==> src/rtl/tss_pkg.sv <==
// Package for the task slot scheduler: sizes, command codes, operation
// classes, state encoding and the request record passed from front to back.
// No dependencies.
`default_nettype none
package tss_pkg;

    localparam int NUM_SLOTS = 16;
    localparam int SLOT_W    = $clog2(NUM_SLOTS);
    localparam int CNT_W     = $clog2(NUM_SLOTS + 1);
    localparam int Q_DEPTH   = 2;
    localparam int Q_PW      = $clog2(Q_DEPTH);
    localparam int Q_CW      = $clog2(Q_DEPTH + 1);

    localparam logic [7:0] PRIO_LIMIT = 8'd100;
    localparam logic [SLOT_W-1:0] FIRST_USER_SLOT = SLOT_W'(2);
    localparam logic [SLOT_W-1:0] LAST_SLOT       = SLOT_W'(NUM_SLOTS - 1);
    localparam logic [CNT_W-1:0]  SCAN_ALL        = CNT_W'(NUM_SLOTS);
    localparam logic [CNT_W-1:0]  SCAN_USER       = CNT_W'(NUM_SLOTS - 2);

    localparam logic [2:0] CMD_ADD        = 3'd0;
    localparam logic [2:0] CMD_REMOVE     = 3'd1;
    localparam logic [2:0] CMD_SET_READY  = 3'd2;
    localparam logic [2:0] CMD_PICK_PRIO  = 3'd3;
    localparam logic [2:0] CMD_PICK_NEXT  = 3'd4;

    typedef logic [SLOT_W-1:0] t_slot;

    typedef enum logic [2:0] {
        OP_ADD,
        OP_REMOVE,
        OP_SET_READY,
        OP_PICK_PRIO,
        OP_PICK_NEXT,
        OP_NOP
    } t_op;

    typedef enum logic [1:0] {
        S_IDLE,
        S_SCAN,
        S_POST
    } t_state;

    typedef struct packed {
        t_op        op;
        t_slot      slot;
        logic       idx_ok;
        logic [7:0] prio;
        logic       rdy;
    } t_req;

endpackage
`default_nettype wire

==> src/rtl/tss_front.sv <==
// Front end: takes requests and classifies them into queue records.
// Depends on tss_pkg.
`default_nettype none
module tss_front (
    input  wire logic          i_in_valid,
    input  wire logic [2:0]    i_command,
    input  wire logic [3:0]    i_slot_index,
    input  wire logic [7:0]    i_task_priority,
    input  wire logic          i_ready_flag,
    input  wire logic          i_full,
    output logic               o_in_stall,
    output logic               o_push,
    output tss_pkg::t_req      o_req
);
    import tss_pkg::*;

    t_op n_op;

    always_comb begin
        case (i_command)
            CMD_ADD:       n_op = OP_ADD;
            CMD_REMOVE:    n_op = OP_REMOVE;
            CMD_SET_READY: n_op = OP_SET_READY;
            CMD_PICK_PRIO: n_op = OP_PICK_PRIO;
            CMD_PICK_NEXT: n_op = OP_PICK_NEXT;
            default:       n_op = OP_NOP;
        endcase
    end

    always_comb begin
        o_req.op     = n_op;
        o_req.slot   = SLOT_W'(i_slot_index);
        o_req.idx_ok = 32'(i_slot_index) < NUM_SLOTS;
        o_req.prio   = i_task_priority;
        o_req.rdy    = i_ready_flag;
    end

    assign o_in_stall = i_full;
    assign o_push     = i_in_valid && !i_full;

endmodule
`default_nettype wire

==> src/rtl/tss_queue.sv <==
// Short request queue between front and back end.
// Depends on tss_pkg.
`default_nettype none
module tss_queue (
    input  wire logic          i_clk,
    input  wire logic          i_rst_n,
    input  wire logic          i_push,
    input  wire tss_pkg::t_req i_req,
    input  wire logic          i_pop,
    output logic               o_full,
    output logic               o_valid,
    output tss_pkg::t_req      o_req
);
    import tss_pkg::*;

    t_req            r_mem [Q_DEPTH];
    logic [Q_PW-1:0] r_wp;
    logic [Q_PW-1:0] r_rp;
    logic [Q_CW-1:0] r_cnt;

    function automatic logic [Q_PW-1:0] f_inc(input logic [Q_PW-1:0] p);
        f_inc = (32'(p) == Q_DEPTH - 1) ? '0 : p + Q_PW'(1);
    endfunction

    assign o_full  = r_cnt == Q_CW'(Q_DEPTH);
    assign o_valid = r_cnt != '0;
    assign o_req   = r_mem[r_rp];

    always_ff @(posedge i_clk) begin
        if (!i_rst_n) begin
            r_wp  <= '0;
            r_rp  <= '0;
            r_cnt <= '0;
        end else begin
            if (i_push) r_wp <= f_inc(r_wp);
            if (i_pop)  r_rp <= f_inc(r_rp);
            if (i_push && !i_pop)      r_cnt <= r_cnt + Q_CW'(1);
            else if (!i_push && i_pop) r_cnt <= r_cnt - Q_CW'(1);
        end
    end

    always_ff @(posedge i_clk) begin
        if (i_push) r_mem[r_wp] <= i_req;
    end

endmodule
`default_nettype wire

==> src/rtl/tss_back.sv <==
// Back end: slot table, one-slot-per-cycle scanner and result register.
// Depends on tss_pkg.
`default_nettype none
module tss_back (
    input  wire logic          i_clk,
    input  wire logic          i_rst_n,
    input  wire logic          i_q_valid,
    input  wire tss_pkg::t_req i_q_req,
    output logic               o_pop,
    output logic               o_out_valid,
    input  wire logic          i_out_stall,
    output logic [3:0]         o_chosen_slot,
    output logic               o_found
);
    import tss_pkg::*;

    t_state r_state, n_state;

    logic [NUM_SLOTS-1:0] r_occ;
    logic [NUM_SLOTS-1:0] r_rdy;
    logic [7:0]           r_prio_mem [NUM_SLOTS];
    t_slot                r_cur;
    logic                 r_cur_vld;

    t_op        r_op;
    t_req       r_req;
    t_slot      r_idx;
    logic [CNT_W-1:0] r_left;
    logic       r_p_vld;
    t_slot      r_p_idx;
    logic [7:0] r_p_prio;
    logic [7:0] r_best;
    t_slot      r_hit;
    logic       r_found;
    t_slot      r_res_slot;
    logic       r_res_found;
    logic       r_o_valid;
    logic [3:0] r_o_slot;
    logic       r_o_found;

    logic       out_free;
    logic       load_out;
    logic       is_scan;
    t_slot      start_idx;
    logic [CNT_W-1:0] start_left;
    t_slot      nxt_idx;
    logic       p_occ;
    logic       p_elig;
    logic       stop_hit;
    logic       prio_better;
    logic       scan_end;
    logic       end_found;
    t_slot      end_slot;
    logic       q_hit;

    assign out_free = !r_o_valid || !i_out_stall;

    always_comb begin
        is_scan    = 1'b0;
        start_idx  = '0;
        start_left = '0;
        case (i_q_req.op)
            OP_ADD: begin
                is_scan    = 1'b1;
                start_left = SCAN_ALL;
            end
            OP_PICK_PRIO: begin
                is_scan    = 1'b1;
                start_idx  = FIRST_USER_SLOT;
                start_left = SCAN_USER;
            end
            OP_PICK_NEXT: begin
                is_scan    = 1'b1;
                start_idx  = (r_cur == LAST_SLOT) ? FIRST_USER_SLOT : r_cur + SLOT_W'(1);
                start_left = r_cur_vld ? SCAN_USER : '0;
            end
            default: begin
                is_scan = 1'b0;
            end
        endcase
    end

    assign nxt_idx     = (r_idx == LAST_SLOT) ? FIRST_USER_SLOT : r_idx + SLOT_W'(1);
    assign p_occ       = r_occ[r_p_idx];
    assign p_elig      = p_occ && r_rdy[r_p_idx];
    assign stop_hit    = r_p_vld && ((r_op == OP_ADD && !p_occ)
                                     || (r_op == OP_PICK_NEXT && p_elig));
    assign prio_better = r_p_vld && r_op == OP_PICK_PRIO && p_elig && r_p_prio < r_best;
    assign scan_end    = stop_hit || (r_left == '0 && !r_p_vld);
    assign end_found   = stop_hit || r_found;
    assign end_slot    = stop_hit ? r_p_idx : (r_found ? r_hit : '0);
    assign q_hit       = i_q_req.idx_ok && r_occ[i_q_req.slot];

    always_comb begin
        n_state = r_state;
        case (r_state)
            S_IDLE: if (i_q_valid) n_state = is_scan ? S_SCAN : S_POST;
            S_SCAN: if (scan_end) n_state = S_POST;
            S_POST: if (out_free) n_state = S_IDLE;
            default: n_state = S_IDLE;
        endcase
    end

    always_comb begin
        o_pop    = 1'b0;
        load_out = 1'b0;
        case (r_state)
            S_IDLE:  o_pop = i_q_valid;
            S_POST:  load_out = out_free;
            default: o_pop = 1'b0;
        endcase
    end

    always_ff @(posedge i_clk) begin
        if (!i_rst_n) begin
            r_state   <= S_IDLE;
            r_occ     <= '0;
            r_rdy     <= '0;
            r_cur     <= '0;
            r_cur_vld <= 1'b0;
            r_left    <= '0;
            r_p_vld   <= 1'b0;
            r_found   <= 1'b0;
            r_o_valid <= 1'b0;
        end else begin
            r_state <= n_state;
            if (o_pop) begin
                r_left  <= start_left;
                r_p_vld <= 1'b0;
                r_found <= 1'b0;
                case (i_q_req.op)
                    OP_REMOVE: begin
                        if (q_hit) begin
                            r_occ[i_q_req.slot] <= 1'b0;
                            r_rdy[i_q_req.slot] <= 1'b0;
                            if (r_cur_vld && r_cur == i_q_req.slot) r_cur_vld <= 1'b0;
                        end
                    end
                    OP_SET_READY: begin
                        if (q_hit) r_rdy[i_q_req.slot] <= i_q_req.rdy;
                    end
                    default: begin
                    end
                endcase
            end
            if (r_state == S_SCAN) begin
                r_p_vld <= r_left != '0;
                if (r_left != '0) r_left <= r_left - CNT_W'(1);
                if (prio_better) r_found <= 1'b1;
                if (stop_hit && r_op == OP_ADD) begin
                    r_occ[r_p_idx] <= 1'b1;
                    r_rdy[r_p_idx] <= r_req.rdy;
                end
                if (scan_end && r_op != OP_ADD && end_found) begin
                    r_cur     <= end_slot;
                    r_cur_vld <= 1'b1;
                end
            end
            if (load_out) r_o_valid <= 1'b1;
            else if (!i_out_stall) r_o_valid <= 1'b0;
        end
    end

    always_ff @(posedge i_clk) begin
        if (o_pop) begin
            r_op        <= i_q_req.op;
            r_req       <= i_q_req;
            r_idx       <= start_idx;
            r_best      <= PRIO_LIMIT;
            r_res_slot  <= '0;
            r_res_found <= 1'b0;
        end
        if (r_state == S_SCAN) begin
            if (r_left != '0) r_idx <= nxt_idx;
            r_p_idx <= r_idx;
            if (prio_better) begin
                r_best <= r_p_prio;
                r_hit  <= r_p_idx;
            end
            if (scan_end) begin
                r_res_slot  <= end_slot;
                r_res_found <= end_found;
            end
        end
        if (load_out) begin
            r_o_slot  <= 4'(r_res_slot);
            r_o_found <= r_res_found;
        end
    end

    always_ff @(posedge i_clk) begin
        if (r_state == S_SCAN && stop_hit && r_op == OP_ADD) r_prio_mem[r_p_idx] <= r_req.prio;
        r_p_prio <= r_prio_mem[r_idx];
    end

    assign o_out_valid   = r_o_valid;
    assign o_chosen_slot = r_o_slot;
    assign o_found       = r_o_found;

endmodule
`default_nettype wire

==> src/rtl/task_slot_scheduler.sv <==
// Task slot scheduler: a table of NUM_SLOTS slots with add, remove, set_ready,
// priority pick and round-robin pick. Each request returns one result. Requests
// enter a two-entry queue; the back end walks the slot table one slot per cycle
// through a registered priority memory read. Remove, set_ready and unknown
// commands skip the scan and go from dequeue to the result register; add and
// the picks scan the slot table before their result is loaded.
// Depends on tss_pkg, tss_front, tss_queue, tss_back.
`default_nettype none
module task_slot_scheduler (
    input  wire logic       i_clk,
    input  wire logic       i_rst_n,
    input  wire logic       i_in_valid,
    output logic            o_in_stall,
    input  wire logic [2:0] i_command,
    input  wire logic [3:0] i_slot_index,
    input  wire logic [7:0] i_task_priority,
    input  wire logic       i_ready_flag,
    output logic            o_out_valid,
    input  wire logic       i_out_stall,
    output logic [3:0]      o_chosen_slot,
    output logic            o_found
);
    import tss_pkg::*;

    logic push;
    logic pop;
    logic full;
    logic q_valid;
    t_req f_req;
    t_req q_req;

    tss_front u_front (
        .i_in_valid      (i_in_valid),
        .i_command       (i_command),
        .i_slot_index    (i_slot_index),
        .i_task_priority (i_task_priority),
        .i_ready_flag    (i_ready_flag),
        .i_full          (full),
        .o_in_stall      (o_in_stall),
        .o_push          (push),
        .o_req           (f_req)
    );

    tss_queue u_queue (
        .i_clk   (i_clk),
        .i_rst_n (i_rst_n),
        .i_push  (push),
        .i_req   (f_req),
        .i_pop   (pop),
        .o_full  (full),
        .o_valid (q_valid),
        .o_req   (q_req)
    );

    tss_back u_back (
        .i_clk         (i_clk),
        .i_rst_n       (i_rst_n),
        .i_q_valid     (q_valid),
        .i_q_req       (q_req),
        .o_pop         (pop),
        .o_out_valid   (o_out_valid),
        .i_out_stall   (i_out_stall),
        .o_chosen_slot (o_chosen_slot),
        .o_found       (o_found)
    );

endmodule
`default_nettype wire

==> config.mk <==
export PLATFORM = sky130hd
export DESIGN_NAME = task_slot_scheduler
export DESIGN_NICKNAME = d
export VERILOG_FILES = /design/src/rtl/tss_pkg.sv /design/src/rtl/tss_front.sv /design/src/rtl/tss_queue.sv /design/src/rtl/tss_back.sv /design/src/rtl/task_slot_scheduler.sv
export SDC_FILE = /design/constraint.sdc
export NUM_CORES = 1
export LEC_CHECK = 0
export ABC_AREA = 1
export BUFFER_PORTS_ARGS = -buffer_cell sky130_fd_sc_hd__buf_4
export CAP_MARGIN = 15
export CORE_MARGIN = 1
export CORE_UTILIZATION = 60
export CTS_CLUSTER_SIZE = 30
export DETAILED_ROUTE_END_ITERATION = 10
export PLACE_DENSITY = 0.74
export REMOVE_ABC_BUFFERS = 1
export SLEW_MARGIN = 20
export SYNTH_ARGS = -nofsm -noshare
export SYNTH_HDL_FRONTEND = slang
export SYNTH_HIERARCHICAL = 1
export SYNTH_SLANG_ARGS = --single-unit
==> constraint.sdc <==
create_clock -name i_clk -period 3.35 [get_ports i_clk]
set_clock_uncertainty 0.05 [all_clocks]
set_input_delay 0.335 -clock i_clk [delete_from_list [all_inputs] [get_ports i_clk]]
set_output_delay 0.335 -clock i_clk [all_outputs]
set_load 0.01 [all_outputs]
# --- After elaboration in Yosys (flattened, before gate mapping) ---
# Memory sizes are Yosys's and may differ from the RTL's. A register that Yosys moved wholly into a read port is not among the register bits.
# Cells that the tools add are included.
classes:
  add_sub_neg: 7
  magnitude_cmp: 5
  n_eq_ne: 20
  n_mux: 79
  bitwise_logic: 4
  n_reduce_logical: 45
ops:
  columns: ["operator", "n"]
  rows:
  - ["16-bit 2-to-1 mux", 12]
  - ["4-bit 2-to-1 mux", 11]
  - ["16-bit bitwise AND", 2]
  - ["16-bit bitwise mux", 2]
  - ["1-bit 2-to-1 mux", 32]
  - ["16-bit case mux with 2 select lines", 1]
  - ["8-bit 2-to-1 mux", 3]
  - ["1-bit logical AND", 19]
  - ["16-bit NOT", 1]
  - ["16-bit bitwise OR", 1]
  - ["3-bit by 2-bit == test with 1-bit output (second input constant)", 5]
  - ["5-bit 2-to-1 mux", 3]
  - ["3-bit case mux with 5 select lines", 1]
  - ["5-bit case mux with 3 select lines", 1]
  - ["1-bit binary-select mux with 4-bit select", 3]
  - ["2-bit 2-to-1 mux", 6]
  - ["4-bit by 5-bit < comparator with 1-bit output (second input constant)", 2]
  - ["3-bit == test (second input constant)", 3]
  - ["3-bit zero test", 3]
  - ["4-bit by 1-bit adder with 4-bit output (second input constant)", 2]
  - ["1-bit demux with 4-bit select", 2]
  - ["4-bit == test (second input constant)", 2]
  - ["4-bit by 1-bit >= comparator with 1-bit output (second input constant)", 2]
  - ["8-bit < comparator", 1]
  - ["other kinds (22)", 40]
totals:
  register_bits: 93
  ram_bits: 160
  input_bits: 20
  out_inout_bits: 7
  elab_cells: 185
  memories: 2
mem_list:
  columns: ["memory", "depth", "word_bits", "rd", "rd_ports_with_merged_regs", "write_ports", "line_no", "source"]
  rows:
  - ["u_back.r_prio_mem", 16, 8, 1, 1, 1, "tss_back.sv:21", "logic [7:0] r_prio_mem [NUM_SLOTS];"]
  - ["u_queue.r_mem", 2, 16, 1, 1, 1, "tss_queue.sv:16", "t_req r_mem [Q_DEPTH];"]

# --- Logic depth before layout (Yosys ltp) ---
# Gate-level depths: netlist of the first run.
depth:
  depth_word: 13
  ltp_mapped: 19
  depth_no_buf: 17

# --- Cells and area by module ---
# The synthesis of the first run kept the hierarchy.
modules_own_cells:
  columns: ["module", "n_inst", "cells_each", "area_each_um2"]
  rows:
  - ["tss_back", 1, 1107, 10090.9]
  - ["tss_queue", 1, 88, 1508.9]
  - ["tss_front", 1, 24, 146.4]

# --- Worst setup path before layout of the first run ---
# OpenSTA, ideal clock, no wires.
synth_timing:
  path_kind: "reg2reg"
  from: "register with a tool-made name"
  to: "register u_back.r_occ[8]"
  setup_time_ps: 132
  arrival_time_ps: 2204
  t_required_ps: 3168
  setup_slack_ps: 963
  stages_incl_launch_ff: 15
  synth_period_minus_slack_ps: 2387
  cell_sequence: "dfxtp_1 > buf_6 > buf_12 > mux2_4 > clkbuf_1 > nor2_1 > nand2_1 > nand2_1 > nor2_1 > nor2_2 > buf_4 > buf_6 > nand3_1 > o21ai_1 > a21oi_1"
synth_lines:
  columns: ["item", "line_no", "source"]
  rows:
  - ["end signal: assignment", "tss_back.sv:117", "r_occ <= '0;"]
  - ["end signal: indexed assignment", "tss_back.sv:134", "r_occ[i_q_req.slot] <= 1'b0;"]
  - ["end signal: indexed assignment", "tss_back.sv:151", "r_occ[r_p_idx] <= 1'b1;"]
  - ["end: declaration", "tss_back.sv:19", "logic [NUM_SLOTS-1:0] r_occ;"]

# --- Worst setup path after layout of the first run ---
layout_timing:
  from: "register u_back.r_p_idx[0]"
  to: "memory u_back.r_prio_mem[8][7] (enable)"
layout_between:
  elab_chain_cells: 10
  word_cells_on_any_way: 14
layout_lines:
  columns: ["item", "line_no", "source"]
  rows:
  - ["start: declaration", "tss_back.sv:30", "t_slot r_p_idx;"]
  - ["start signal: assignment", "tss_back.sv:175", "r_p_idx <= r_idx;"]
  - ["1-bit binary-select mux with 4-bit select (on tied branches)", "tss_back.sv:84, tss_back.sv:85", null]
  - ["1-bit 2-to-1 mux (on tied branches)", "tss_back.sv:84, tss_back.sv:85", null]
  - ["1-bit zero test or 1-bit logical AND (tied branches)", "tss_back.sv:86, tss_back.sv:85", null]
  - ["1-bit logical AND (on tied branches)", "tss_back.sv:86, tss_back.sv:87", null]
  - ["1-bit logical OR", "tss_back.sv:87", "|| (r_op == OP_PICK_NEXT && p_elig));"]
  - ["1-bit logical AND", "tss_back.sv:86", "assign stop_hit = r_p_vld && ((r_op == OP_ADD && !p_occ)"]
  - ["1-bit logical AND (2 in a row)", "tss_back.sv:192", "if (r_state == S_SCAN && stop_hit && r_op == OP_ADD) r_prio_mem[r_p_idx] <= r_req.prio;"]
  - ["1-bit 2-to-1 mux", "tss_back.sv:192", null]
  - ["1-bit 2-to-1 mux (implied by the code)", "tss_back.sv:192", null]
  - ["end: declaration", "tss_back.sv:21", null]
# Several ways; a longest one is shown, not always the timed one. The select of a mux whose other input is x is not followed.

==> results of run 1 <==
## worst min path at each step
stage	startpoint	endpoint	slack, ns
after global routing	i_command[0]	u_queue/r_mem[0][14]$_DFFE_PP_	0.05
after floorplan	u_back/r_res_found$_DFF_P_	u_back/o_found$_DFFE_PP_	0.36
after global placement	u_back/r_res_slot[0]$_DFF_P_	u_back/o_chosen_slot[0]$_DFFE_PP_	0.36
final	i_command[0]	u_queue/r_mem[1][14]$_DFFE_PP_	0.05
after detailed placement	u_back/r_res_slot[0]$_DFF_P_	u_back/o_chosen_slot[0]$_DFFE_PP_	0.37
after CTS	i_command[0]	u_queue/r_mem[0][14]$_DFFE_PP_	0.03
## state kept, by name, summed over array words and instances, names as in the netlist, 2 cells and up, named ones only
register	flops
u_back/o_chosen_slot	4
u_back/r_best	8
u_back/r_cur	4
u_back/r_hit	4
u_back/r_idx	4
u_back/r_left	5
u_back/r_occ	16
u_back/r_op	3
u_back/r_p_idx	4
u_back/r_p_prio	8
u_back/r_prio_mem	128
u_back/r_rdy	16
u_back/r_req	9
u_back/r_res_slot	4
u_back/r_state	2
u_queue/r_cnt	2
u_queue/r_mem	34
## placed cells by master (no fill, tap or decap), types with 13 or more instances in the layout
cell	n
a21oi_1	36
buf_4	60
clkbuf_16	28
dfxtp_1	76
dlygate4sd3_1	14
edfxtp_1	187
inv_1	91
nand2_1	268
nand3_1	77
nand4_1	16
nor2_1	185
o21ai_0	91
o21ai_1	13
o221ai_1	13
o22ai_1	20
## kinds of logic after synthesis
kind of cell	after synthesis	synth area share
flip-flops	264	0.609
buffers and inverters	164	0.0631
AO/OA/AOI/OAI	189	0.0902
adder cells (fa/ha/maj)	12	0.0128
other	1	0.000319
AND/OR/NAND/NOR	564	0.199
XOR/XNOR	8	0.00597
multiplexers	17	0.0195
## metal layers
layer	up-vias	track usage	wire, um	part of all wire
met4	0	0.0589	503	0.019
met5	-	0	0	0
met3	45	0.0422	2090	0.078
met2	355	0.439	12200	0.46
met1	4047	0.401	12000	0.45
li1	4203	-	-	-
## layout make-up
class / count / area share
Sequential cell: 264 / 0.544
Clock buffer: 34 / 0.0557
Clock inverter: 14 / 0.00770
Inverter: 98 / 0.0279
Multi-Input combinational cell: 791 / 0.292
Tap cell: 260 / 0.0247
Timing Repair Buffer: 76 / 0.0479
## per-stage QoR
step	setup WS [ns]	utilization	area (sq um)	power [W]	cells
after floorplan	0.254	-	11400	0.00565	1153
after global placement	0.501	0.643	12200	0.00648	1475
after detailed placement	0.512	0.643	12200	0.00654	1475
after CTS	0.490	0.695	13200	0.00936	1537
after global routing	0.284	0.695	13200	0.00977	1537
final	0.441	0.695	13200	0.00934	1537
## tightest hold or removal path, cell delays in order
cell and delay (ns):
buf_4 0.08, inv_1 0.03, nand2_1 0.07
## power by group
group / switching, W / internal (W)
clock network: 0.00120 / 0.00162
registers: 0.000360 / 0.00402
logic: 0.00146 / 0.000679
==> run metrics, run 1 <==
# port buffers 26; CTS Sinks between 200 and 300; Reg clk slew, reported paths 0.06 ns; Synth Area per Inst 9.64 sq um; Antenna Cells 0; synthesized cell area roughly 12,000 sq um; I/O pins 27; Cell variety after synth between 40 and 50; Sequential cell area 7160 sq um; multi-input logic area 3850 sq um; FP Rows 50; DRC viols 0; drt pass-1 iters 7; minimum clock period 2.91 ns; detailed placement HPWL approximately 18,000 um; Async S/R FF share, synth 0; max incr delay on CP slightly above 0.5 ns; Max Slew Vio Count 0; crit path from u_back/r_p_idx[0]$_DFFE_PP_; Buf/Inv on CP 2; Synth Register Bits 264; CP cell instances inv_2 -> nand2_1 -> nand2_1 -> nand2_1 -> nand2_1 -> nand2_1 -> nand2_1 -> inv_1 -> nand2_1 -> nand2_1 -> nand2_2 -> nand4_4 -> nor2_2; WP data required ~3.5 ns; Area Overhead vs Synth 12.1%; CTS Buffer Depth 3; CP most frequent cell nand2_1; DR vias roughly 8,700; gr usage total 0.275; vias in the first global route 7,987; most numerous cell in the Yosys netlist nand2_1; GP Congestion around 0.95; Reg2Reg Depth 13; worst hold slack 0.0533 ns; worst setup path class reg -> reg; TritonCTS clock tree yes; WHS Path Cells 3; number of flops mapped to enable cells by yosys 187; Slew @ Worst Pin 1.01 ns; RR Startpoint u_back/r_p_idx[0]$_DFFE_PP_; Max-Cap Viols 0; Max VDD drop 0.536 mV; Rel. slew slack 0.325; H-tree levels 1; antenna viol nets, final 0; hold buffers post-CTS 14; Hold Fails Final Rpt 0; fillers approximately 1,400; CTS root buffer clkbuf_16; starting DRC count in detailed routing just under 1,000; crit-path leading delay family simple AND/OR/NAND/NOR gates; worst flop-to-flop path endpoint u_back/r_prio_mem[8][7]$_DFFE_PP_; TritonCTS Buffers 27; Seq/Total Area, Yosys 0.609; Synth top area share 0.478; cell taking the most area after synthesis edfxtp_1; RSZ-0062 raised after global routing false; post-CTS setup buffers 0; Setup Viol. Count Final 0; largest net degree at the start of global routing 69; Clk Latency, worst-skew pair 0.53 ns; grt total ovfl 0; worst reg-to-reg setup slack around 0.44 ns; Resized Gates After CTS 0; Die W 142 um; share of post-route cells with drive strength above 1 0.106; Core ar. 19,000 sq um; critical path endpoint u_back/r_prio_mem[8][7]$_DFFE_PP_; fin crit share 0.868; Main synth FF type edfxtp_1; Initial Util 0.620; Crit. End Element flop; Cells after Synth ~1,200; post-DR vias/cell 5.63; initial antenna violation count 0; WP depth 13; status finished clean; WP data arrival 3.01 ns; Warnings, synthesis 6; setup TNS 0 ns; startpoint types flop; f_max between 0.3 and 0.4 GHz; Post-synth top cells nand2_1, edfxtp_1, nor2_1; Hold WC Path Type in -> reg; Crit-path slowest cell nor2_2; Net count, final roughly 1,300; PwrDens ~710 nW/um^2; static leakage power 5.01 nW; final wirelength 26,800 um; Routed WL per cell 17.5 um; Die Ht 142 um; Synth area leaders edfxtp_1, dfxtp_1, nand2_1; global-route wire length before repair 42,700 um; CP Max Fanout 17; Die Area 20,100 sq um
No activity file was read; power rests on OpenSTA's default activity.
==> run 2: changes to the inputs <==
==> constraint.sdc (replaced) <==
create_clock -name i_clk -period 3.35 [get_ports i_clk]
set_clock_uncertainty 0.05 [all_clocks]
set_input_delay 0.5025 -clock i_clk [delete_from_list [all_inputs] [get_ports i_clk]]
set_output_delay 0.5025 -clock i_clk [all_outputs]
set_load 0.01 [all_outputs]
==> run 2 against run 1 <==
  * Register-to-register slack gained 0.02 ns
  * First-iteration DRC count rose by 4.5%
  * Core utilization is 0.74 points lower
  * Combinational power about the same
  * Final cell count shrank 0.91%
  * Sequential power is essentially flat
  * Flip-flop and latch count unchanged
  * Via count barely moved
  * Global-route usage shrank 0.24 points
  * Design area shrank 1.1%
==> run metrics, run 2 (same netlist as run 1, synthesis figures left out) <==
grt met3 use 0.0422; Reg2Reg Depth 14; sw frac 0.323; global-route wire length before repair roughly 42,000 um; startpoint types flop; met2 usage 0.432; internal power 0.00631 W; Clk pwr share 0.302; Die W 142 um; post-DR vias/cell 5.68; Area Overhead vs Synth 10.9%; hold buffers post-CTS 0; setup ws final between 0.4 and 0.5 ns; Max VDD drop 0.535 mV; max incr delay on CP 0.50 ns; CTS Sinks 264; Sequential cell area 7160 sq um; worst hold slack 0.118 ns; CP Max Fanout 17; Clk Latency, worst-skew pair 0.53 ns; Setup Viol. Count Final 0; multi-input logic area between 3000 and 4000 sq um; f_max 0.346 GHz; initial antenna violation count 0; Final Total Pwr 0.00932 W; GP Congestion 0.945; final wirelength 26,600 um; worst setup path class reg -> reg; GRT busiest layer met2; post-CTS setup buffers 0; Core ar. 19,000 sq um; starting DRC count in detailed routing 1,027; setup TNS 0 ns; met1 usage 0.400; DR vias a little under 9,000; Regs by FF count u_back/r_prio_mem x128, u_queue/r_mem x34; Routed WL per cell 17.5 um; largest net degree at the start of global routing 69; Buf/Inv on CP 3; register with the most flip-flops u_back/r_prio_mem; drt pass-1 iters 5; RSZ-0062 raised after global routing false; PwrDens slightly above 700 nW/um^2; commonest non-fill, non-tap cells in the layout nand2_1, edfxtp_1, nor2_1; Gate power share 0.228; Place WS 0.512 ns; fillers roughly 1,400; antenna viol nets, final 0; Reg clk slew, reported paths 0.06 ns; max FFs per register 128; # port buffers 26; Die Area 20,100 sq um; Slew @ Worst Pin 1.02 ns; minimum clock period 2.89 ns; commonest non-fill, non-tap cell in the layout nand2_1; grt total ovfl 0; WP data arrival roughly 3 ns; Max Slew Vio Count 0; TritonCTS clock tree yes; I/O pins 27; gr usage total 0.273; WP depth 14; Rel. slew slack 0.317; Net count, final 1,276; Die Ht 142 um; P_sw 0.00302 W; CP most frequent cell nand2_1; DRC viols 0; fin crit share 0.863; WHS Path Cells 1; Antenna Cells 0; static leakage power slightly below 5 nW; Max-Cap Viols 0; CTS Buffer Depth 3; CTS root buffer clkbuf_16; status finished clean; Initial Util 0.620; share of post-route cells with drive strength above 1 0.108; crit-path leading delay family simple AND/OR/NAND/NOR gates; Hold WC Path Type in -> reg; Crit-path slowest cell edfxtp_1; FP Rows 50; CP cell instances inv_2 -> nand2_1 -> nand2_1 -> nand2_1 -> nand2_1 -> nand2_1 -> nand2_1 -> inv_1 -> nand2_1 -> nand2_1 -> nand2_2 -> nand4_4 -> nor2_1 -> buf_4; Hold Fails Final Rpt 0; Flop pwr share 0.469; detailed placement HPWL 18,000 um; WP data required between 3 and 4 ns; vias in the first global route 7,883; H-tree levels 1; TritonCTS Buffers 27; Crit. End Element flop; Resized Gates After CTS 0
-- run 2: cell count changes in the layout (fill, tap and decap cells not counted) --
cell,previous run,this run
dlygate4sd3_1,14,0
-- run 2: path summary, 6_finish.rpt --
check | start | endpoint | slack, ns
worst max-delay path | u_back/r_p_idx[0]$_DFFE_PP_ | u_back/r_prio_mem[6][5]$_DFFE_PP_ | 0.46
worst min-delay path | i_ready_flag | u_queue/r_mem[1][0]$_DFFE_PP_ | 0.12
worst max register to register | u_back/r_p_idx[0]$_DFFE_PP_ | u_back/r_prio_mem[6][5]$_DFFE_PP_ | 0.46
worst min register to register | u_back/r_res_slot[0]$_DFF_P_ | u_back/o_chosen_slot[0]$_DFFE_PP_ | 0.38
-- run 2: through the flow --
stage	area, sq um	utilization	instances
after floorplan	11400	-	1153
after global placement	12200	0.643	1475
after detailed placement	12200	0.643	1475
after CTS	13000	0.687	1523
after global routing	13000	0.687	1523
final	13000	0.687	1523
-- run 2: layout make-up --
| class | instances | area share |
|---|---|---|
| clock buffers | 34 | 0.0563 |
| clock inverters | 14 | 0.00778 |
| inverters | 98 | 0.0282 |
| multi-input cells | 791 | 0.295 |
| flip-flops and latches | 264 | 0.550 |
| well taps | 260 | 0.0250 |
| repair buffers | 62 | 0.0377 |
-- run 2: worst reg2reg max path, delay by kind of cell, from the launching register on --
kind                   cells  cell delay [ns]
DFF                        1             0.50
and+or+nand+nor           11             1.43
buffers and inverters      3             0.61
-- run 2: power groups by stage --
stage / logic [W] / registers [W] / clock network, W
6_report: 0.00213 / 0.00437 / 0.00282
5_1_grt: 0.00236 / 0.00441 / 0.00298
4_1_cts: 0.00212 / 0.00437 / 0.00286
3_5_place_dp: 0.00210 / 0.00444 / 0
3_3_place_gp: 0.00207 / 0.00442 / 0
2_1_floorplan: 0.00127 / 0.00439 / 0
-- run 2: per-layer routing --
metal | share of wire | wire (um) | up-vias
li1 | - | - | 4180
met1 | 0.44 | 11800 | 4044
met2 | 0.46 | 12200 | 385
met3 | 0.079 | 2100 | 46
met4 | 0.020 | 526 | 0
met5 | 0 | 0 | -
